==> src/hw/rtl/idw_depth_window_interpolator_assert.svh <==
// ---------------------------------------------------------------------------
// IDW interpolator assertion macros
// Shared concurrent assertion forms, clocked and reset-qualified.
// ---------------------------------------------------------------------------
`ifndef IDW_DEPTH_WINDOW_INTERPOLATOR_ASSERT_SVH
`define IDW_DEPTH_WINDOW_INTERPOLATOR_ASSERT_SVH

// same-cycle implication
`define IDW_ASSERT_IMP(label, clk, rst_n, ante, cons) \
    label: assert property (@(posedge clk) disable iff (!rst_n) (ante) |-> (cons)) \
        else $error("idw assertion failed");

// next-cycle implication
`define IDW_ASSERT_NXT(label, clk, rst_n, ante, cons) \
    label: assert property (@(posedge clk) disable iff (!rst_n) (ante) |=> (cons)) \
        else $error("idw assertion failed");

`endif

==> src/hw/rtl/idw_pkg.sv <==
// ---------------------------------------------------------------------------
// IDW interpolator package
// Shared constants, codes and request structs.
// ---------------------------------------------------------------------------
package idw_pkg;

    localparam int MAX_WIDTH      = 1024;
    localparam int MAX_RADIUS     = 7;
    localparam int STORE_ROWS     = 2 * MAX_RADIUS + 1;
    localparam int WEIGHT_ENTRIES = 128;

    localparam int COL_W   = $clog2(MAX_WIDTH);
    localparam int WIDTH_W = COL_W + 1;
    localparam int ROW_W   = 13;
    localparam int CY_W    = 12;
    localparam int SLOT_W  = 4;
    localparam int RAD_W   = 3;
    localparam int WIDX_W  = $clog2(WEIGHT_ENTRIES);
    localparam int CI_W    = 4;

    localparam int PROD_W  = 65;
    localparam int ACC_W   = 73;
    localparam int DEN_W   = 40;
    localparam int GROUPS  = 4;

    localparam int QUEUE_DEPTH = 4;
    localparam int QPTR_W      = $clog2(QUEUE_DEPTH);
    localparam int QCNT_W      = QPTR_W + 1;

    localparam int CFG_IDX_W  = 1;
    localparam int CFG_DATA_W = 11;

    localparam logic [CFG_IDX_W-1:0] CFG_WIDTH  = 1'b0;
    localparam logic [CFG_IDX_W-1:0] CFG_RADIUS = 1'b1;

    localparam logic MODE_DEPTH  = 1'b0;
    localparam logic MODE_WEIGHT = 1'b1;

    localparam logic [WIDTH_W-1:0] WIDTH_RESET  = 11'd1024;
    localparam logic [RAD_W-1:0]   RADIUS_RESET = 3'd2;

    localparam logic [31:0] SAT_POS = 32'h7FFF_FFFF;
    localparam logic [31:0] SAT_NEG = 32'h8000_0000;

    typedef struct packed {
        logic               is_wt;
        logic [WIDX_W-1:0]  widx;
        logic [31:0]        wval;
        logic [31:0]        depth;
        logic               dvalid;
        logic [COL_W-1:0]   col;
        logic [SLOT_W-1:0]  slot;
        logic [ROW_W-1:0]   row;
        logic               emit;
        logic [COL_W-1:0]   lo;
        logic [COL_W-1:0]   hi;
        logic [CY_W-1:0]    cy;
        logic [WIDTH_W-1:0] w;
        logic [RAD_W-1:0]   r;
    } t_job;

    typedef struct packed {
        logic             first;
        logic             lastc;
        logic             lastres;
        logic [COL_W-1:0] cx;
        logic [CY_W-1:0]  cy;
    } t_tag;

    typedef struct packed {
        logic [ACC_W-1:0] acc;
        logic [DEN_W-1:0] den;
        logic [COL_W-1:0] cx;
        logic [CY_W-1:0]  cy;
        logic             last;
    } t_fin;

endpackage

==> src/hw/rtl/idw_if.sv <==


interface idw_out_if;
    logic                           valid;
    logic                           ready;
    logic signed [31:0]             out_depth;
    logic                           out_valid;
    logic [idw_pkg::COL_W-1:0]      center_x;
    logic [idw_pkg::CY_W-1:0]       center_y;
    logic                           last;

    modport source (output valid, out_depth, out_valid, center_x, center_y, last,
                    input ready);
    modport sink (input valid, out_depth, out_valid, center_x, center_y, last,
                  output ready);
endinterface


==> src/hw/rtl/idw_div.sv <==
// ---------------------------------------------------------------------------
// IDW divider and result register
// Radix-4 restoring divide of |sum(w*z)| by sum(w), rounding, saturation.
// ---------------------------------------------------------------------------
`include "idw_depth_window_interpolator_assert.svh"

module idw_div (
    input  logic          i_clk,
    input  logic          i_rst_n,
    input  logic          i_fin_valid,
    input  idw_pkg::t_fin i_fin,
    output logic          o_fin_take,
    idw_out_if.source     o_out
);

    localparam logic [1:0] S_IDLE = 2'd0;
    localparam logic [1:0] S_DIV  = 2'd1;
    localparam logic [1:0] S_RND  = 2'd2;
    localparam logic [1:0] S_DONE = 2'd3;

    logic [1:0]                  r_state;
    logic [idw_pkg::DEN_W:0]     r_rem;
    logic [31:0]                 r_q;
    logic [3:0]                  r_cnt;
    logic [idw_pkg::DEN_W-1:0]   r_den;
    logic                        r_neg;
    logic [idw_pkg::COL_W-1:0]   r_cx;
    logic [idw_pkg::CY_W-1:0]    r_cy;
    logic                        r_last;
    logic [31:0]                 r_res;
    logic                        r_res_ok;

    logic                        r_out_v;
    logic [31:0]                 r_out_depth;
    logic                        r_out_ok;
    logic [idw_pkg::COL_W-1:0]   r_out_cx;
    logic [idw_pkg::CY_W-1:0]    r_out_cy;
    logic                        r_out_last;

    logic [idw_pkg::ACC_W-1:0]   mag;
    logic [idw_pkg::DEN_W:0]     t;
    logic [idw_pkg::DEN_W:0]     n_rem;
    logic [31:0]                 n_q;
    logic                        rup;
    logic [32:0]                 q33;
    logic [31:0]                 n_res;
    logic                        out_free;

    assign o_fin_take = (r_state == S_IDLE) && i_fin_valid;
    assign out_free   = !r_out_v || o_out.ready;

    assign o_out.valid     = r_out_v;
    assign o_out.out_depth = r_out_depth;
    assign o_out.out_valid = r_out_ok;
    assign o_out.center_x  = r_out_cx;
    assign o_out.center_y  = r_out_cy;
    assign o_out.last      = r_out_last;

    always_comb begin
        mag = i_fin.acc[idw_pkg::ACC_W-1] ? (~i_fin.acc + 1'b1) : i_fin.acc;
        n_rem = r_rem;
        n_q   = r_q;
        t     = '0;
        // two quotient bits per cycle
        for (int k = 0; k < 2; k++) begin
            t   = {n_rem[idw_pkg::DEN_W-1:0], n_q[31]};
            n_q = {n_q[30:0], 1'b0};
            if (t >= {1'b0, r_den}) begin
                n_rem  = t - {1'b0, r_den};
                n_q[0] = 1'b1;
            end else begin
                n_rem = t;
            end
        end
        // round half away from zero on the magnitude
        rup = (r_rem >= ({1'b0, r_den} - r_rem));
        q33 = {1'b0, r_q} + 33'(rup);
        if (r_neg) begin
            n_res = (q33 >= 33'h0_8000_0000) ? idw_pkg::SAT_NEG : 32'(33'd0 - q33);
        end else begin
            n_res = (q33 > 33'h0_7FFF_FFFF) ? idw_pkg::SAT_POS : q33[31:0];
        end
    end

    always_ff @(posedge i_clk) begin
        if (!i_rst_n) begin
            r_state <= S_IDLE;
            r_cnt   <= '0;
            r_out_v <= 1'b0;
        end else begin
            if (o_out.ready) begin
                r_out_v <= 1'b0;
            end
            unique case (r_state)
                S_IDLE: begin
                    if (i_fin_valid) begin
                        r_cnt <= '0;
                        if (i_fin.den == '0) begin
                            r_state <= S_DONE;
                        end else if (mag[idw_pkg::ACC_W-1:32] >= {1'b0, i_fin.den}) begin
                            r_state <= S_DONE;
                        end else begin
                            r_state <= S_DIV;
                        end
                    end
                end
                S_DIV: begin
                    r_cnt <= r_cnt + 1'b1;
                    if (r_cnt == '1) begin
                        r_state <= S_RND;
                    end
                end
                S_RND: r_state <= S_DONE;
                S_DONE: begin
                    if (out_free) begin
                        r_out_v <= 1'b1;
                        r_state <= S_IDLE;
                    end
                end
                default: r_state <= S_IDLE;
            endcase
        end
    end

    always_ff @(posedge i_clk) begin
        unique case (r_state)
            S_IDLE: begin
                if (i_fin_valid) begin
                    r_den  <= i_fin.den;
                    r_neg  <= i_fin.acc[idw_pkg::ACC_W-1];
                    r_cx   <= i_fin.cx;
                    r_cy   <= i_fin.cy;
                    r_last <= i_fin.last;
                    r_rem  <= mag[idw_pkg::ACC_W-1:32];
                    r_q    <= mag[31:0];
                    if (i_fin.den == '0) begin
                        r_res    <= '0;
                        r_res_ok <= 1'b0;
                    end else begin
                        // quotient of at least 2^32 saturates either way
                        r_res    <= i_fin.acc[idw_pkg::ACC_W-1] ? idw_pkg::SAT_NEG
                                                                : idw_pkg::SAT_POS;
                        r_res_ok <= 1'b1;
                    end
                end
            end
            S_DIV: begin
                r_rem <= n_rem;
                r_q   <= n_q;
            end
            S_RND: r_res <= n_res;
            S_DONE: begin
                if (out_free) begin
                    r_out_depth <= r_res;
                    r_out_ok    <= r_res_ok;
                    r_out_cx    <= r_cx;
                    r_out_cy    <= r_cy;
                    r_out_last  <= r_last;
                end
            end
            default: ;
        endcase
    end

    `IDW_ASSERT_IMP(a_div_den_nonzero, i_clk, i_rst_n, r_state == S_DIV, r_den != '0)
    `IDW_ASSERT_IMP(a_div_rem_below, i_clk, i_rst_n, r_state == S_DIV, r_rem < {1'b0, r_den})
    `IDW_ASSERT_IMP(a_empty_is_zero, i_clk, i_rst_n, r_out_v && !r_out_ok, r_out_depth == '0)
    `IDW_ASSERT_NXT(a_div_flow, i_clk, i_rst_n, r_state == S_DIV, r_state == S_DIV || r_state == S_RND)

endmodule

==> src/flat_wrapper.sv <==
// flat-port wrapper written by rule: the top's interface ports become plain ports
module idw_div_flat 
  (i_clk, i_rst_n, i_fin_valid, i_fin, o_fin_take, o_out_valid, o_out_out_depth, o_out_out_valid, o_out_center_x, o_out_center_y, o_out_last, o_out_ready);
  idw_out_if o_out_i ();
  input  logic i_clk;
  input  logic i_rst_n;
  input  logic i_fin_valid;
  input  idw_pkg::t_fin i_fin;
  output logic o_fin_take;
  output wire logic [$bits(o_out_i.valid)-1:0] o_out_valid;
  output wire logic [$bits(o_out_i.out_depth)-1:0] o_out_out_depth;
  output wire logic [$bits(o_out_i.out_valid)-1:0] o_out_out_valid;
  output wire logic [$bits(o_out_i.center_x)-1:0] o_out_center_x;
  output wire logic [$bits(o_out_i.center_y)-1:0] o_out_center_y;
  output wire logic [$bits(o_out_i.last)-1:0] o_out_last;
  input wire logic [$bits(o_out_i.ready)-1:0] o_out_ready;
  assign o_out_valid = o_out_i.valid;
  assign o_out_out_depth = o_out_i.out_depth;
  assign o_out_out_valid = o_out_i.out_valid;
  assign o_out_center_x = o_out_i.center_x;
  assign o_out_center_y = o_out_i.center_y;
  assign o_out_last = o_out_i.last;
  assign o_out_i.ready = o_out_ready;
  idw_div u_core (.i_clk(i_clk), .i_rst_n(i_rst_n), .i_fin_valid(i_fin_valid), .i_fin(i_fin), .o_fin_take(o_fin_take), .o_out(o_out_i));
endmodule
==> config.mk <==
export PLATFORM = sky130hd
export DESIGN_NAME = idw_div_flat
export DESIGN_NICKNAME = d
export VERILOG_FILES = /design/src/hw/rtl/idw_pkg.sv /design/src/hw/rtl/idw_if.sv /design/src/hw/rtl/idw_div.sv /design/src/flat_wrapper.sv
export VERILOG_INCLUDE_DIRS = /design/src /design/src/hw/rtl
export SDC_FILE = /design/constraint.sdc
export NUM_CORES = 1
export LEC_CHECK = 0
export ABC_CLOCK_PERIOD_IN_PS = 22900
export BUFFER_PORTS_ARGS = -buffer_cell sky130_fd_sc_hd__buf_2
export CORE_MARGIN = 2
export CORE_UTILIZATION = 45
export CTS_CLUSTER_DIAMETER = 50
export DETAILED_ROUTE_END_ITERATION = 6
export PLACE_DENSITY = 0.64
export SLEW_MARGIN = 15
export SYNTH_ARGS = -nofsm -noshare
export SYNTH_HDL_FRONTEND = slang
export SYNTH_SLANG_ARGS = --single-unit
==> constraint.sdc <==
create_clock -name i_clk -period 22.9 [get_ports i_clk]
set_input_delay 4.58 -clock i_clk [delete_from_list [all_inputs] [get_ports i_clk]]
set_output_delay 4.58 -clock i_clk [all_outputs]
set_load 0.02 [all_outputs]
==> impl_metrics.xml <==
<?xml version="1.0" encoding="UTF-8"?>
<metrics>
  <group name="outcome">
    <metric name="outcome" unit="">finished, final reports clean</metric>
  </group>
  <group name="critical_path">
    <metric name="critPathLaunch" unit="">i_fin_valid</metric>
    <metric name="cp-end-kind" unit="">output pin</metric>
    <metric name="ordered_cell_list_for_the_critical_path" unit="">buf_2, and2_4, buf_2</metric>
    <metric name="critical_path.startpoint_type" unit="">input pin</metric>
    <metric name="family_with_the_most_delay_on_the_worst_path" unit="">simple AND/OR/NAND/NOR gates</metric>
    <metric name="cp.arrival" unit="ns">5.84</metric>
    <metric name="path_class" unit="">input pin to output pin</metric>
    <metric name="worst_r2r_startpoint" unit="">u_core.r_rem[0]$_DFFE_PP_</metric>
    <metric name="critPathSlowestCell" unit="">sky130_fd_sc_hd__and2_4</metric>
    <metric name="worst_ep_required_time" unit="ns">18.32</metric>
    <metric name="cpPeakStageDelay" unit="ns">0.84</metric>
    <metric name="critical-path-top-cell-by-count" unit="">sky130_fd_sc_hd__buf_2</metric>
    <metric name="crit_path_buffers_inverters" unit="">2</metric>
    <metric name="worstPathMaxFanout" unit="">67</metric>
  </group>
  <group name="yosys">
    <metric name="synthTopCellsByArea" unit="">sky130_fd_sc_hd__edfxtp_1 (32%), sky130_fd_sc_hd__ha_1 (13%), sky130_fd_sc_hd__xnor2_1 (5.2%)</metric>
    <metric name="syn_area" unit="mm²">0.0210</metric>
    <metric name="synth_top_area_share" unit="%">32.3</metric>
    <metric name="number_of_enable_flip_flop_cells_after_synthesis" unit="">226</metric>
    <metric name="ys_warn_count" unit="">0</metric>
    <metric name="synth-seq-area-share" unit="%">33.0</metric>
    <metric name="yosys_register_bits" unit="">233</metric>
    <metric name="syn_nets" unit="">2697</metric>
    <metric name="async_flop_share" unit="%">0</metric>
    <metric name="postSynthCellCount" unit="">2343</metric>
    <metric name="mean_area_per_synthesized_cell" unit="µm²">8.96</metric>
    <metric name="synth_area_leader_cell" unit="">sky130_fd_sc_hd__edfxtp_1</metric>
    <metric name="synth_cell_type_count" unit="">82</metric>
    <metric name="synth_flop_cell" unit="">sky130_fd_sc_hd__edfxtp_1</metric>
  </group>
  <group name="detailed_routing">
    <metric name="wl_met1" unit="µm">30500</metric>
    <metric name="vias_per_cell" unit="">6.03</metric>
    <metric name="route.vias.total" unit="">19000</metric>
    <metric name="maxUsedRoutingLayer" unit="">met5</metric>
    <metric name="drt-pass1-iter-count" unit="">5</metric>
    <metric name="wl_met3" unit="µm">4820</metric>
    <metric name="drtIter0Drc" unit="">1696</metric>
    <metric name="wirelength" unit="µm">67500</metric>
    <metric name="drc" unit="">0</metric>
    <metric name="residual_antenna_violating_net_count_after_detailed_routing" unit="">0</metric>
    <metric name="met2_length" unit="µm">30500</metric>
    <metric name="detail_route.wl_per_cell" unit="µm">21.5</metric>
  </group>
  <group name="run">
    <metric name="max-cap-violations" unit="">0</metric>
  </group>
  <group name="hold_path">
    <metric name="hold_start" unit="">u_core.r_cx[9]$_DFFE_PP_</metric>
    <metric name="min_path_type" unit="">flop to flop</metric>
  </group>
  <group name="die">
    <metric name="die_area" unit="mm²">0.0484</metric>
    <metric name="top_level_ports" unit="">198</metric>
    <metric name="die_w" unit="µm">220</metric>
    <metric name="y_dimension_of_the_die" unit="µm">220</metric>
    <metric name="fp.coreArea" unit="mm²">0.0463</metric>
    <metric name="placementRows" unit="">79</metric>
    <metric name="start_util" unit="%">45.4</metric>
  </group>
  <group name="timing">
    <metric name="slew_violations" unit="">0</metric>
    <metric name="final.period_utilization" unit="%">45.5</metric>
    <metric name="slew_headroom" unit="%">26.6</metric>
    <metric name="timing.setup.tns" unit="ns">0</metric>
    <metric name="setup_viol" unit="">0</metric>
    <metric name="hold_slack" unit="ns">0.416</metric>
    <metric name="worst_pin_slew" unit="ns">1.10</metric>
    <metric name="final_period_minus_worst_setup_slack" unit="ns">10.42</metric>
    <metric name="rsz0062_at_grt" unit="">no</metric>
    <metric name="finalClockSkew" unit="ns">0.0186</metric>
    <metric name="fmaxAchievable" unit="MHz">96.0</metric>
    <metric name="hold_violations" unit="">0</metric>
  </group>
  <group name="clock_tree">
    <metric name="cts-buffers-inserted" unit="">34</metric>
    <metric name="cts_tree" unit="">built</metric>
    <metric name="postCtsSetupRepairBufs" unit="">0</metric>
    <metric name="post_cts_repair_resize_count" unit="">0</metric>
    <metric name="h_tree_levels" unit="">2</metric>
    <metric name="clk_pin_slew" unit="ns">0.06</metric>
    <metric name="cts_buffer_depth" unit="">3</metric>
    <metric name="clk_root_buffer_cell" unit="">sky130_fd_sc_hd__clkbuf_16</metric>
    <metric name="cts_hold_buffers" unit="">0</metric>
    <metric name="clkLatencyLatePin" unit="ns">0.56</metric>
    <metric name="cts.sinks" unit="">233</metric>
  </group>
  <group name="place">
    <metric name="placement.cell_area" unit="mm²">0.0226</metric>
    <metric name="place.detailed.hpwl" unit="µm">54500</metric>
    <metric name="place_congestion" unit="">0.981</metric>
    <metric name="port-buffer-count" unit="">197</metric>
  </group>
  <group name="grt">
    <metric name="global_route.overflow_total" unit="">0</metric>
    <metric name="vias_in_the_first_global_route" unit="">18000</metric>
    <metric name="grt_antenna_before_repair" unit="">5</metric>
    <metric name="grt_max_degree" unit="">92</metric>
    <metric name="grt_pass1_wl" unit="µm">103000</metric>
    <metric name="globalRouteTotalUtil" unit="%">27.6</metric>
  </group>
  <group name="layout">
    <metric name="post_route_cells_drive_above_1_share" unit="%">13.0</metric>
    <metric name="nNetsFinal" unit="">2867</metric>
    <metric name="final_util" unit="%">51.4</metric>
    <metric name="final_cell_area" unit="mm²">0.0238</metric>
    <metric name="leading_cell_types_in_the_layout_fill_and_taps_excluded" unit="">sky130_fd_sc_hd__edfxtp_1 (226), sky130_fd_sc_hd__ha_1 (210), sky130_fd_sc_hd__a21oi_1 (209)</metric>
    <metric name="synthToLayoutAreaGrowth" unit="%">13.3</metric>
    <metric name="commonest_non_fill_non_tap_cell_in_the_layout" unit="">sky130_fd_sc_hd__edfxtp_1</metric>
    <metric name="filler_cell_count" unit="">4376</metric>
  </group>
</metrics>
[metal layers]
metal  global-route usage, %  vias to the layer above
met2                    43.8                      715
met5                       0                        -
li1                        -                     9082
met4                    8.14                        2
met1                    39.0                     9082
met3                    3.81                      106
[sequential cells by signal, indices dropped and copies added, names as in the netlist]
register and cells:
u_core.o_out.out_valid 1, u_core.r_state 2, u_core.r_neg 1, u_core.r_cnt 4, u_core.r_res 32, u_core.r_cy 12, u_core.r_res_ok 1, u_core.r_rem 41
u_core.r_den 40, u_core.o_out.valid 1, u_core.r_last 1, u_core.o_out.last 1, u_core.o_out.center_y 12, u_core.o_out.out_depth 32, u_core.r_q 32, u_core.r_cx 10
u_core.o_out.center_x 10
[area by class of cell]
class | instances | area [µm²] | share of cell area [%]
sequential | 233 | 6930 | 29.1
clock inverter | 24 | 303 | 1.27
clock buffer | 37 | 903 | 3.80
timing repair buffer | 211 | 1090 | 4.59
inverter | 183 | 687 | 2.89
multi-input combinational | 1850 | 13100 | 55.1
tap | 607 | 759 | 3.19
antenna | 3 | 7.51 | 0.0316
[final timing paths]
path	to	slack, ns	depth (start not counted)
hold / removal	u_core.o_out.center_x[9]$_DFFE_PP_	0.42	0
setup reg to reg	u_core.r_res[2]$_DFFE_PP_	12.83	34
setup / recovery	o_fin_take	12.48	3
hold reg to reg	u_core.o_out.center_x[9]$_DFFE_PP_	0.42	0
[cell usage after synthesis (all sizes together) (12+ instances only)]
| cell | n |
|---|---|
| nor4 | 29 |
| or2 | 16 |
| o21ai | 175 |
| xnor2 | 125 |
| xor2 | 94 |
| nand2b | 35 |
| a21o | 62 |
| nor2b | 30 |
| nor3 | 43 |
| o21a | 32 |
| clkbuf | 59 |
| o211ai | 23 |
| edfxtp | 226 |
| o21bai | 12 |
| and2 | 18 |
| o31ai | 38 |
| a31oi | 19 |
| ha | 211 |
| a21oi | 210 |
| nor2 | 135 |
| buf | 18 |
| o221ai | 13 |
| inv | 182 |
| or4 | 17 |
| nand4 | 55 |
| mux2i | 54 |
| nand3 | 59 |
| and3 | 17 |
| or3 | 23 |
| nand2 | 162 |
[cells by family (layout without fill, tap and decap cells)]
group	count (synthesis)	in the layout	share of synthesized area [%]
compound gates	687	687	20.7
simple gates	666	666	16.5
buf+inv	260	455	4.78
flops	233	233	33.0
xor+xnor	219	219	9.13
fa+ha+maj	214	214	12.9
mux	64	64	3.11
other cells	0	3	0
[worst register-to-register path, delay by kind of cell (launching register included)]
family                     cells  cell delay, ns
DFF                            1            0.50
AOI/OAI and AO/OA             18            4.21
adders and majority gates      5            1.84
and+or+nand+nor                8            2.73
buffers and inverters          1            0.21
muxes                          2            0.44
[per-stage QoR]
step,std cells,setup WS [ns]
after floorplan,2343,12.07
after global placement,3084,12.44
after detailed placement,3084,12.44
after CTS,3145,12.45
after global routing,3146,12.29
final,3148,12.48
Power is left out: the tool's default activity adds up to more than one toggle a clock period on the data nets, which glitch-free logic cannot reach.
