--- config.mk ---
export PLATFORM = sky130hd
export DESIGN_NAME = idw_front_flat
export DESIGN_NICKNAME = d
export VERILOG_FILES = /design/src/hw/rtl/idw_depth_window_interpolator_assert.svh /design/src/hw/rtl/idw_pkg.sv /design/src/hw/rtl/idw_if.sv /design/src/hw/rtl/idw_front.sv /design/src/flat_wrapper.sv
export SDC_FILE = /design/constraint.sdc
export NUM_CORES = 1
export LEC_CHECK = 0
export BUFFER_PORTS_ARGS = -buffer_cell sky130_fd_sc_hd__buf_2
export CAP_MARGIN = 5
export CORE_MARGIN = 2
export CORE_UTILIZATION = 41
export DETAILED_ROUTE_END_ITERATION = 8
export PLACE_DENSITY = 0.7
export SYNTH_ARGS = -nofsm -noshare
export SYNTH_HDL_FRONTEND = slang
export SYNTH_SLANG_ARGS = --single-unit
--- constraint.sdc ---
create_clock -name i_clk -period 5.55 [get_ports i_clk]
set_input_delay 0.2775 -clock i_clk [delete_from_list [all_inputs] [get_ports i_clk]]
set_output_delay 0.2775 -clock i_clk [all_outputs]
set_load 0.005 [all_outputs]
--- src/hw/rtl/idw_depth_window_interpolator_assert.svh ---
// ---------------------------------------------------------------------------
// IDW interpolator assertion macros
// Shared concurrent assertion forms, clocked and reset-qualified.
// ---------------------------------------------------------------------------
`ifndef IDW_DEPTH_WINDOW_INTERPOLATOR_ASSERT_SVH
`define IDW_DEPTH_WINDOW_INTERPOLATOR_ASSERT_SVH

// same-cycle implication
`define IDW_ASSERT_IMP(label, clk, rst_n, ante, cons) \
    label: assert property (@(posedge clk) disable iff (!rst_n) (ante) |-> (cons)) \
        else $error("idw assertion failed");

// next-cycle implication
`define IDW_ASSERT_NXT(label, clk, rst_n, ante, cons) \
    label: assert property (@(posedge clk) disable iff (!rst_n) (ante) |=> (cons)) \
        else $error("idw assertion failed");

`endif

--- src/hw/rtl/idw_pkg.sv ---
// ---------------------------------------------------------------------------
// IDW interpolator package
// Shared constants, codes and request structs.
// ---------------------------------------------------------------------------
package idw_pkg;

    localparam int MAX_WIDTH      = 1024;
    localparam int MAX_RADIUS     = 7;
    localparam int STORE_ROWS     = 2 * MAX_RADIUS + 1;
    localparam int WEIGHT_ENTRIES = 128;

    localparam int COL_W   = $clog2(MAX_WIDTH);
    localparam int WIDTH_W = COL_W + 1;
    localparam int ROW_W   = 13;
    localparam int CY_W    = 12;
    localparam int SLOT_W  = 4;
    localparam int RAD_W   = 3;
    localparam int WIDX_W  = $clog2(WEIGHT_ENTRIES);
    localparam int CI_W    = 4;

    localparam int PROD_W  = 65;
    localparam int ACC_W   = 73;
    localparam int DEN_W   = 40;
    localparam int GROUPS  = 4;

    localparam int QUEUE_DEPTH = 4;
    localparam int QPTR_W      = $clog2(QUEUE_DEPTH);
    localparam int QCNT_W      = QPTR_W + 1;

    localparam int CFG_IDX_W  = 1;
    localparam int CFG_DATA_W = 11;

    localparam logic [CFG_IDX_W-1:0] CFG_WIDTH  = 1'b0;
    localparam logic [CFG_IDX_W-1:0] CFG_RADIUS = 1'b1;

    localparam logic MODE_DEPTH  = 1'b0;
    localparam logic MODE_WEIGHT = 1'b1;

    localparam logic [WIDTH_W-1:0] WIDTH_RESET  = 11'd1024;
    localparam logic [RAD_W-1:0]   RADIUS_RESET = 3'd2;

    localparam logic [31:0] SAT_POS = 32'h7FFF_FFFF;
    localparam logic [31:0] SAT_NEG = 32'h8000_0000;

    typedef struct packed {
        logic               is_wt;
        logic [WIDX_W-1:0]  widx;
        logic [31:0]        wval;
        logic [31:0]        depth;
        logic               dvalid;
        logic [COL_W-1:0]   col;
        logic [SLOT_W-1:0]  slot;
        logic [ROW_W-1:0]   row;
        logic               emit;
        logic [COL_W-1:0]   lo;
        logic [COL_W-1:0]   hi;
        logic [CY_W-1:0]    cy;
        logic [WIDTH_W-1:0] w;
        logic [RAD_W-1:0]   r;
    } t_job;

    typedef struct packed {
        logic             first;
        logic             lastc;
        logic             lastres;
        logic [COL_W-1:0] cx;
        logic [CY_W-1:0]  cy;
    } t_tag;

    typedef struct packed {
        logic [ACC_W-1:0] acc;
        logic [DEN_W-1:0] den;
        logic [COL_W-1:0] cx;
        logic [CY_W-1:0]  cy;
        logic             last;
    } t_fin;

endpackage

--- src/hw/rtl/idw_if.sv ---
// ---------------------------------------------------------------------------
// IDW interpolator channel interfaces
// Input request, result and configuration write channels.
// ---------------------------------------------------------------------------
interface idw_in_if;
    logic                               valid;
    logic                               ready;
    logic                               mode;
    logic signed [31:0]                 depth;
    logic                               depth_valid;
    logic                               frame_start;
    logic [idw_pkg::WIDX_W-1:0]         weight_index;
    logic [31:0]                        weight_value;

    modport source (output valid, mode, depth, depth_valid, frame_start,
                    weight_index, weight_value, input ready);
    modport sink (input valid, mode, depth, depth_valid, frame_start,
                  weight_index, weight_value, output ready);
endinterface


interface idw_cfg_if;
    logic                               valid;
    logic                               ready;
    logic [idw_pkg::CFG_IDX_W-1:0]      index;
    logic [idw_pkg::CFG_DATA_W-1:0]     data;

    modport source (output valid, index, data, input ready);
    modport sink (input valid, index, data, output ready);
endinterface

--- src/hw/rtl/idw_front.sv ---
// ---------------------------------------------------------------------------
// IDW front end
// Config registers, raster position tracking, request classification and
// the job queue toward the window engine.
// ---------------------------------------------------------------------------
module idw_front (
    input  logic          i_clk,
    input  logic          i_rst_n,
    idw_in_if.sink        i_in,
    idw_cfg_if.sink       i_cfg,
    input  logic          i_job_pop,
    output logic          o_job_valid,
    output idw_pkg::t_job o_job
);

    logic [idw_pkg::WIDTH_W-1:0] r_width;
    logic [idw_pkg::RAD_W-1:0]   r_radius;
    logic [idw_pkg::COL_W-1:0]   r_col;
    logic [idw_pkg::ROW_W-1:0]   r_row;
    logic [idw_pkg::SLOT_W-1:0]  r_slot;

    idw_pkg::t_job               r_queue [idw_pkg::QUEUE_DEPTH];
    logic [idw_pkg::QPTR_W-1:0]  r_wp;
    logic [idw_pkg::QPTR_W-1:0]  r_rp;
    logic [idw_pkg::QCNT_W-1:0]  r_cnt;

    logic                        push;
    logic [idw_pkg::WIDTH_W-1:0] w_eff;
    logic [idw_pkg::COL_W-1:0]   col_in;
    logic [idw_pkg::COL_W-1:0]   col;
    logic [idw_pkg::ROW_W-1:0]   row;
    logic [idw_pkg::SLOT_W-1:0]  slot;
    logic                        last_col;
    logic [idw_pkg::COL_W-1:0]   rad_c;
    idw_pkg::t_job               n_job;

    assign i_cfg.ready = 1'b1;
    assign i_in.ready  = (r_cnt != idw_pkg::QCNT_W'(idw_pkg::QUEUE_DEPTH));
    assign push        = i_in.valid && i_in.ready;
    assign o_job_valid = (r_cnt != '0);
    assign o_job       = r_queue[r_rp];

    always_comb begin
        col_in = i_in.frame_start ? '0 : r_col;
        row    = i_in.frame_start ? '0 : r_row;
        slot   = i_in.frame_start ? '0 : r_slot;
        if (r_width == '0) begin
            w_eff = idw_pkg::WIDTH_W'(1);
        end else if (r_width > idw_pkg::WIDTH_W'(idw_pkg::MAX_WIDTH)) begin
            w_eff = idw_pkg::WIDTH_W'(idw_pkg::MAX_WIDTH);
        end else begin
            w_eff = r_width;
        end
        // a column past a shrunk width counts as the last column
        if ({1'b0, col_in} >= w_eff) begin
            col = idw_pkg::COL_W'(w_eff - 1'b1);
        end else begin
            col = col_in;
        end
        last_col = ({1'b0, col} == w_eff - 1'b1);
        rad_c    = idw_pkg::COL_W'(r_radius);

        n_job        = '0;
        n_job.is_wt  = (i_in.mode == idw_pkg::MODE_WEIGHT);
        n_job.widx   = i_in.weight_index;
        n_job.wval   = i_in.weight_value;
        n_job.depth  = i_in.depth;
        n_job.dvalid = i_in.depth_valid;
        n_job.col    = col;
        n_job.slot   = slot;
        n_job.row    = row;
        n_job.w      = w_eff;
        n_job.r      = r_radius;
        n_job.cy     = idw_pkg::CY_W'(row - idw_pkg::ROW_W'(r_radius));
        if (last_col) begin
            n_job.lo = (col >= rad_c) ? col - rad_c : '0;
            n_job.hi = idw_pkg::COL_W'(w_eff - 1'b1);
        end else begin
            n_job.lo = col - rad_c;
            n_job.hi = col - rad_c;
        end
        n_job.emit = (row >= idw_pkg::ROW_W'(r_radius)) && (last_col || (col >= rad_c));
    end

    always_ff @(posedge i_clk) begin
        if (!i_rst_n) begin
            r_width  <= idw_pkg::WIDTH_RESET;
            r_radius <= idw_pkg::RADIUS_RESET;
            r_col    <= '0;
            r_row    <= '0;
            r_slot   <= '0;
            r_wp     <= '0;
            r_rp     <= '0;
            r_cnt    <= '0;
        end else begin
            if (i_cfg.valid) begin
                unique case (i_cfg.index)
                    idw_pkg::CFG_WIDTH:  r_width  <= i_cfg.data;
                    idw_pkg::CFG_RADIUS: r_radius <= i_cfg.data[idw_pkg::RAD_W-1:0];
                    default: ;
                endcase
            end
            if (push) begin
                r_wp <= r_wp + 1'b1;
                if (!n_job.is_wt) begin
                    if (last_col) begin
                        r_col <= '0;
                        r_row <= row + 1'b1;
                        // row counter wrap starts over at ring slot 0
                        if (row == '1 || slot == idw_pkg::SLOT_W'(idw_pkg::STORE_ROWS - 1)) begin
                            r_slot <= '0;
                        end else begin
                            r_slot <= slot + 1'b1;
                        end
                    end else begin
                        r_col <= col + 1'b1;
                        r_row <= row;
                        r_slot <= slot;
                    end
                end
            end
            if (i_job_pop) begin
                r_rp <= r_rp + 1'b1;
            end
            unique case ({push, i_job_pop})
                2'b10:   r_cnt <= r_cnt + 1'b1;
                2'b01:   r_cnt <= r_cnt - 1'b1;
                default: ;
            endcase
        end
    end

    always_ff @(posedge i_clk) begin
        if (push) begin
            r_queue[r_wp] <= n_job;
        end
    end

endmodule

--- src/flat_wrapper.sv ---
// flat-port wrapper written by rule: the top's interface ports become plain ports
module idw_front_flat 
  (i_clk, i_rst_n, i_job_pop, o_job_valid, o_job, i_in_valid, i_in_mode, i_in_depth, i_in_depth_valid, i_in_frame_start, i_in_weight_index, i_in_weight_value, i_in_ready, i_cfg_valid, i_cfg_index, i_cfg_data, i_cfg_ready);
  idw_in_if i_in_i ();
  idw_cfg_if i_cfg_i ();
  input  logic i_clk;
  input  logic i_rst_n;
  input  logic i_job_pop;
  output logic o_job_valid;
  output idw_pkg::t_job o_job;
  input wire logic [$bits(i_in_i.valid)-1:0] i_in_valid;
  input wire logic [$bits(i_in_i.mode)-1:0] i_in_mode;
  input wire logic [$bits(i_in_i.depth)-1:0] i_in_depth;
  input wire logic [$bits(i_in_i.depth_valid)-1:0] i_in_depth_valid;
  input wire logic [$bits(i_in_i.frame_start)-1:0] i_in_frame_start;
  input wire logic [$bits(i_in_i.weight_index)-1:0] i_in_weight_index;
  input wire logic [$bits(i_in_i.weight_value)-1:0] i_in_weight_value;
  output wire logic [$bits(i_in_i.ready)-1:0] i_in_ready;
  input wire logic [$bits(i_cfg_i.valid)-1:0] i_cfg_valid;
  input wire logic [$bits(i_cfg_i.index)-1:0] i_cfg_index;
  input wire logic [$bits(i_cfg_i.data)-1:0] i_cfg_data;
  output wire logic [$bits(i_cfg_i.ready)-1:0] i_cfg_ready;
  assign i_in_i.valid = i_in_valid;
  assign i_in_i.mode = i_in_mode;
  assign i_in_i.depth = i_in_depth;
  assign i_in_i.depth_valid = i_in_depth_valid;
  assign i_in_i.frame_start = i_in_frame_start;
  assign i_in_i.weight_index = i_in_weight_index;
  assign i_in_i.weight_value = i_in_weight_value;
  assign i_in_ready = i_in_i.ready;
  assign i_cfg_i.valid = i_cfg_valid;
  assign i_cfg_i.index = i_cfg_index;
  assign i_cfg_i.data = i_cfg_data;
  assign i_cfg_ready = i_cfg_i.ready;
  idw_front u_core (.i_clk(i_clk), .i_rst_n(i_rst_n), .i_in(i_in_i), .i_cfg(i_cfg_i), .i_job_pop(i_job_pop), .o_job_valid(o_job_valid), .o_job(o_job));
endmodule
==> summary.md <==
| Metric | Value |
|---|---|
| Flop and latch count out of synthesis | `638` |
| Register area | `0.0187 mm²` |
| Worst reg2reg setup slack | `560 ps` |
| Area of the core | `0.0618 mm²` |
| Later-pin clock latency in the skew report | `610 ps` |
| Share of layout cells above drive strength 1 | `29.0%` |
| Post-Route Skew | `25.4 ps` |
| Cell accounting for the most synthesized area | `sky130_fd_sc_hd__edfxtp_1` |
| Number of antenna-violating nets in the routed design | `0` |
| Layout overhead on the synthesized area | `20.5%` |
| Filler Cells Inserted | `5040` |
| Number of core rows | `91` |
| Antenna violations before repair | `2` |
| Half-perimeter wire length after placement | `33900 µm` |
| Unrepaired setup endpoints after global routing | `false` |
| Biggest area contributors in the synthesized netlist | `sky130_fd_sc_hd__edfxtp_1 69%, sky130_fd_sc_hd__mux4_2 13%, sky130_fd_sc_hd__dfxtp_1 3.9%` |
| CTS resizes | `0` |
| First-pass GRT wire length | `85600 µm` |
| Areal power density over the cells | `379 mW/mm²` |
| Placed cell count | `2415` |
| EDFF count, synth | `588` |
| Hold Path Origin | `i_in_valid` |
| Hold Path End | `u_core.r_wp[1]$_SDFFE_PN0P_` |
| Synthesized area divided by synthesized cell count | `18.5 µm²` |
| Clk root buf | `sky130_fd_sc_hd__clkbuf_16` |
| Post-synthesis net count | `1511` |
| Slew of the pin with the lowest slew margin | `1080 ps` |
| Final net count | `1857` |
| Number of design-rule violations left by the first detailed-router iteration | `1119` |
| Largest net degree at the start of global routing | `108` |
| Number of global-route vias before repair | `14500` |
| Design Area, Final | `0.0310 mm²` |
| Most used flip-flop cell after synthesis | `sky130_fd_sc_hd__edfxtp_1` |
| Class of the worst hold path | `in2reg` |
| DR pass1 iterations | `5` |
| Destination of the worst register-to-register timing path | `u_core.r_queue[3][30]$_DFFE_PP_` |
| Routability congestion estimate | `0.876` |
| Clock tree from TritonCTS | `done` |
| Remaining global-route overflow | `0` |
| Sort of element at the start of the critical path | `flop` |
| Nature of the critical path endpoint | `flop` |
| Gate count of the mapped netlist | `1391` |
| Count of max-cap constraint violations | `0` |
| Boundary pin count | `241` |
| Mapped Area | `0.0257 mm²` |
| Effective utilization at floorplan | `41.6%` |
| Total routed wirelength | `56400 µm` |
| Leading cell type by number of instances after synthesis | `sky130_fd_sc_hd__edfxtp_1` |
| Htree depth | `3` |
| Max Buffers Root-to-Sink | `3` |
| Setup slack after layout | `561 ps` |
| WL/cell | `21.5 µm` |
| Part of the Yosys area used for sequential elements | `72.5%` |
| Worst hold slack across all endpoints | `174 ps` |
| Clock Sink Count | `638` |
| Reg2reg start | `u_core.r_width[7]$_SDFFE_PN0P_` |
| Final count of pins violating max slew | `0` |
| DRC violation count after routing | `0` |
| Buffer count from post-CTS setup fixing | `0` |
| Peak supply drop | `0.191 mV` |
| Width of the die | `255 µm` |
| Fmax | `200 MHz` |
| Worst slew margin | `27.8%` |
| Maximum fanout along the worst path | `17` |
| Clock Pin Slew Worst Setup and Hold Paths | `60 ps` |
| Count of hold buffers inserted by post-cts repair | `89` |
| Path type of the worst setup path | `reg2reg` |
| Commonest cells in the netlist | `588 x sky130_fd_sc_hd__edfxtp_1, 147 x sky130_fd_sc_hd__mux4_2, 72 x sky130_fd_sc_hd__nand2_1` |
| Die Footprint | `0.0648 mm²` |
| FFs w/ async S/R, synth | `0%` |
| Depth of the worst register-to-register path | `12` |
| Top cell type's share of synthesized area | `68.6%` |
| Final cell count without fillers | `2628` |
| Fin. Hold Viols | `0` |
| Tot GR Track Use | `17.6%` |
| Diode count | `0` |
| Post-route clock period utilization | `89.9%` |
| Vertical die dimension | `255 µm` |
| # port buffers | `239` |
| TritonCTS buffer count | `68` |
| Final setup violation count | `0` |
| Yosys warnings | `0` |
| Count of cells along the worst hold path | `4` |
| Final critical delay including setup and external delays | `4990 ps` |
| Placement Cell Area | `0.0279 mm²` |
| Arrival time of the worst setup path | `5270 ps` |
| Standby leakage power | `10.7 nW` |
| Final setup TNS | `0 ps` |
| Outcome | `complete, no violations` |
| Number of distinct standard cells referenced by the synthesized netlist | `74` |
| Number of vias per cell | `5.32` |
| Worst path required time | `5830 ps` |
| Worst Setup Slack post-DPL | `602 ps` |
| Via count of the routed design | `14000` |
| Area of the multi-input gates | `0.00663 mm²` |
## through the flow
stage | power (mW) | util [%]
final | 11.8 | 50.1
after floorplan | 6.81 | -
after global placement | 7.39 | 45.2
after detailed placement | 7.44 | 45.2
after CTS | 11.9 | 50.1
after global routing | 12.2 | 50.1
## critical path, cell delays in order (launching register included)
cell                        delay (ps)
sky130_fd_sc_hd__dfxtp_1           440
sky130_fd_sc_hd__or4_1             660
sky130_fd_sc_hd__nor2_1            300
sky130_fd_sc_hd__a21o_2            270
sky130_fd_sc_hd__inv_1              80
sky130_fd_sc_hd__ha_1              430
sky130_fd_sc_hd__xor2_1            480
sky130_fd_sc_hd__o211ai_1          150
sky130_fd_sc_hd__nor4_1            280
sky130_fd_sc_hd__o2111ai_2         230
sky130_fd_sc_hd__o41a_1            680
sky130_fd_sc_hd__nor2_1            390
sky130_fd_sc_hd__o21ai_0           270
## cell usage in the layout (no fill, tap or decap), types with 6 or more instances in the layout
cell type / count
sky130_fd_sc_hd__a21o_1: 7
sky130_fd_sc_hd__a21oi_1: 38
sky130_fd_sc_hd__a32o_1: 6
sky130_fd_sc_hd__and3_1: 9
sky130_fd_sc_hd__buf_12: 7
sky130_fd_sc_hd__buf_2: 239
sky130_fd_sc_hd__buf_4: 12
sky130_fd_sc_hd__bufinv_16: 6
sky130_fd_sc_hd__clkbuf_1: 25
sky130_fd_sc_hd__clkbuf_16: 69
sky130_fd_sc_hd__clkinv_1: 7
sky130_fd_sc_hd__clkinv_2: 9
sky130_fd_sc_hd__dfxtp_1: 48
sky130_fd_sc_hd__dlygate4sd3_1: 89
sky130_fd_sc_hd__edfxtp_1: 588
sky130_fd_sc_hd__ha_1: 26
sky130_fd_sc_hd__inv_1: 45
sky130_fd_sc_hd__mux2i_1: 29
sky130_fd_sc_hd__mux4_2: 147
sky130_fd_sc_hd__nand2_1: 72
sky130_fd_sc_hd__nand2b_1: 24
sky130_fd_sc_hd__nand3_1: 39
sky130_fd_sc_hd__nand4_1: 6
sky130_fd_sc_hd__nor2_1: 45
sky130_fd_sc_hd__nor2b_1: 24
sky130_fd_sc_hd__nor3_1: 15
sky130_fd_sc_hd__nor4_1: 10
sky130_fd_sc_hd__o211ai_1: 6
sky130_fd_sc_hd__o21a_1: 6
sky130_fd_sc_hd__o21ai_0: 12
sky130_fd_sc_hd__xnor2_1: 20
sky130_fd_sc_hd__xor2_1: 12
## kinds of logic (layout without fill, tap and decap cells)
family                     after synthesis  count (layout)  share of synthesized area, %
DFF                                    638             638                          72.5
other                                    1               1                        0.0146
buffers and inverters                  118             518                          1.79
AOI/OAI and AO/OA                      114             114                          3.25
muxes                                  179             179                          14.1
and+or+nand+nor                        280             280                          5.71
xor gates and xnor gates                32              32                          1.09
adders and majority gates               29              29                          1.50
## sequential cells by signal (all words and copies together) (netlist names), named ones only
| signal | flops |
|---|---|
| u_core.r_queue | 588 |
| u_core.r_width | 11 |
| u_core.r_col | 10 |
| u_core.r_slot | 4 |
| u_core.r_cnt | 3 |
| u_core.r_wp | 2 |
| u_core.r_row | 13 |
| u_core.r_rp | 2 |
| u_core.r_radius | 3 |
## layout make-up
class | instances | area share, %
multi-input combinational | 635 | 21.4
clock inverter | 29 | 1.05
sequential | 638 | 60.2
timing repair buffer | 347 | 7.48
inverter | 47 | 0.569
clock buffer | 95 | 5.92
tap | 837 | 3.38
## worst max path at each step
stage                                    from                              end  slack (ps)  depth (start not counted)
5_1_grt        u_core.r_width[6]$_SDFFE_PN0P_  u_core.r_queue[3][30]$_DFFE_PP_         240                         12
4_1_cts        u_core.r_width[6]$_SDFFE_PN0P_  u_core.r_queue[3][30]$_DFFE_PP_         580                         12
2_1_floorplan  u_core.r_width[2]$_SDFFE_PN0P_  u_core.r_queue[0][38]$_DFFE_PP_         710                         16
3_3_place_gp   u_core.r_width[6]$_SDFFE_PN0P_  u_core.r_queue[0][30]$_DFFE_PP_         830                         12
3_5_place_dp   u_core.r_width[6]$_SDFFE_PN0P_  u_core.r_queue[3][30]$_DFFE_PP_         600                         12
6_report       u_core.r_width[7]$_SDFFE_PN0P_  u_core.r_queue[3][30]$_DFFE_PP_         560                         12
## per-layer routing
layer	wire [µm]	GRT usage, %	up-vias
met4	1220	5.65	2
met2	29000	30.1	346
li1	-	-	6278
met5	13	0	-
met1	23400	22.6	7271
met3	2820	3.30	77
## report_power, final
part,internal (mW),switching [mW],leakage (nW)
clock network,2.60,1.79,1.05
registers,5.71,0.119,5.81
logic,0.671,0.857,3.88
total,8.99,2.77,10.7
Note: power is estimated with default switching activity, not from simulation.
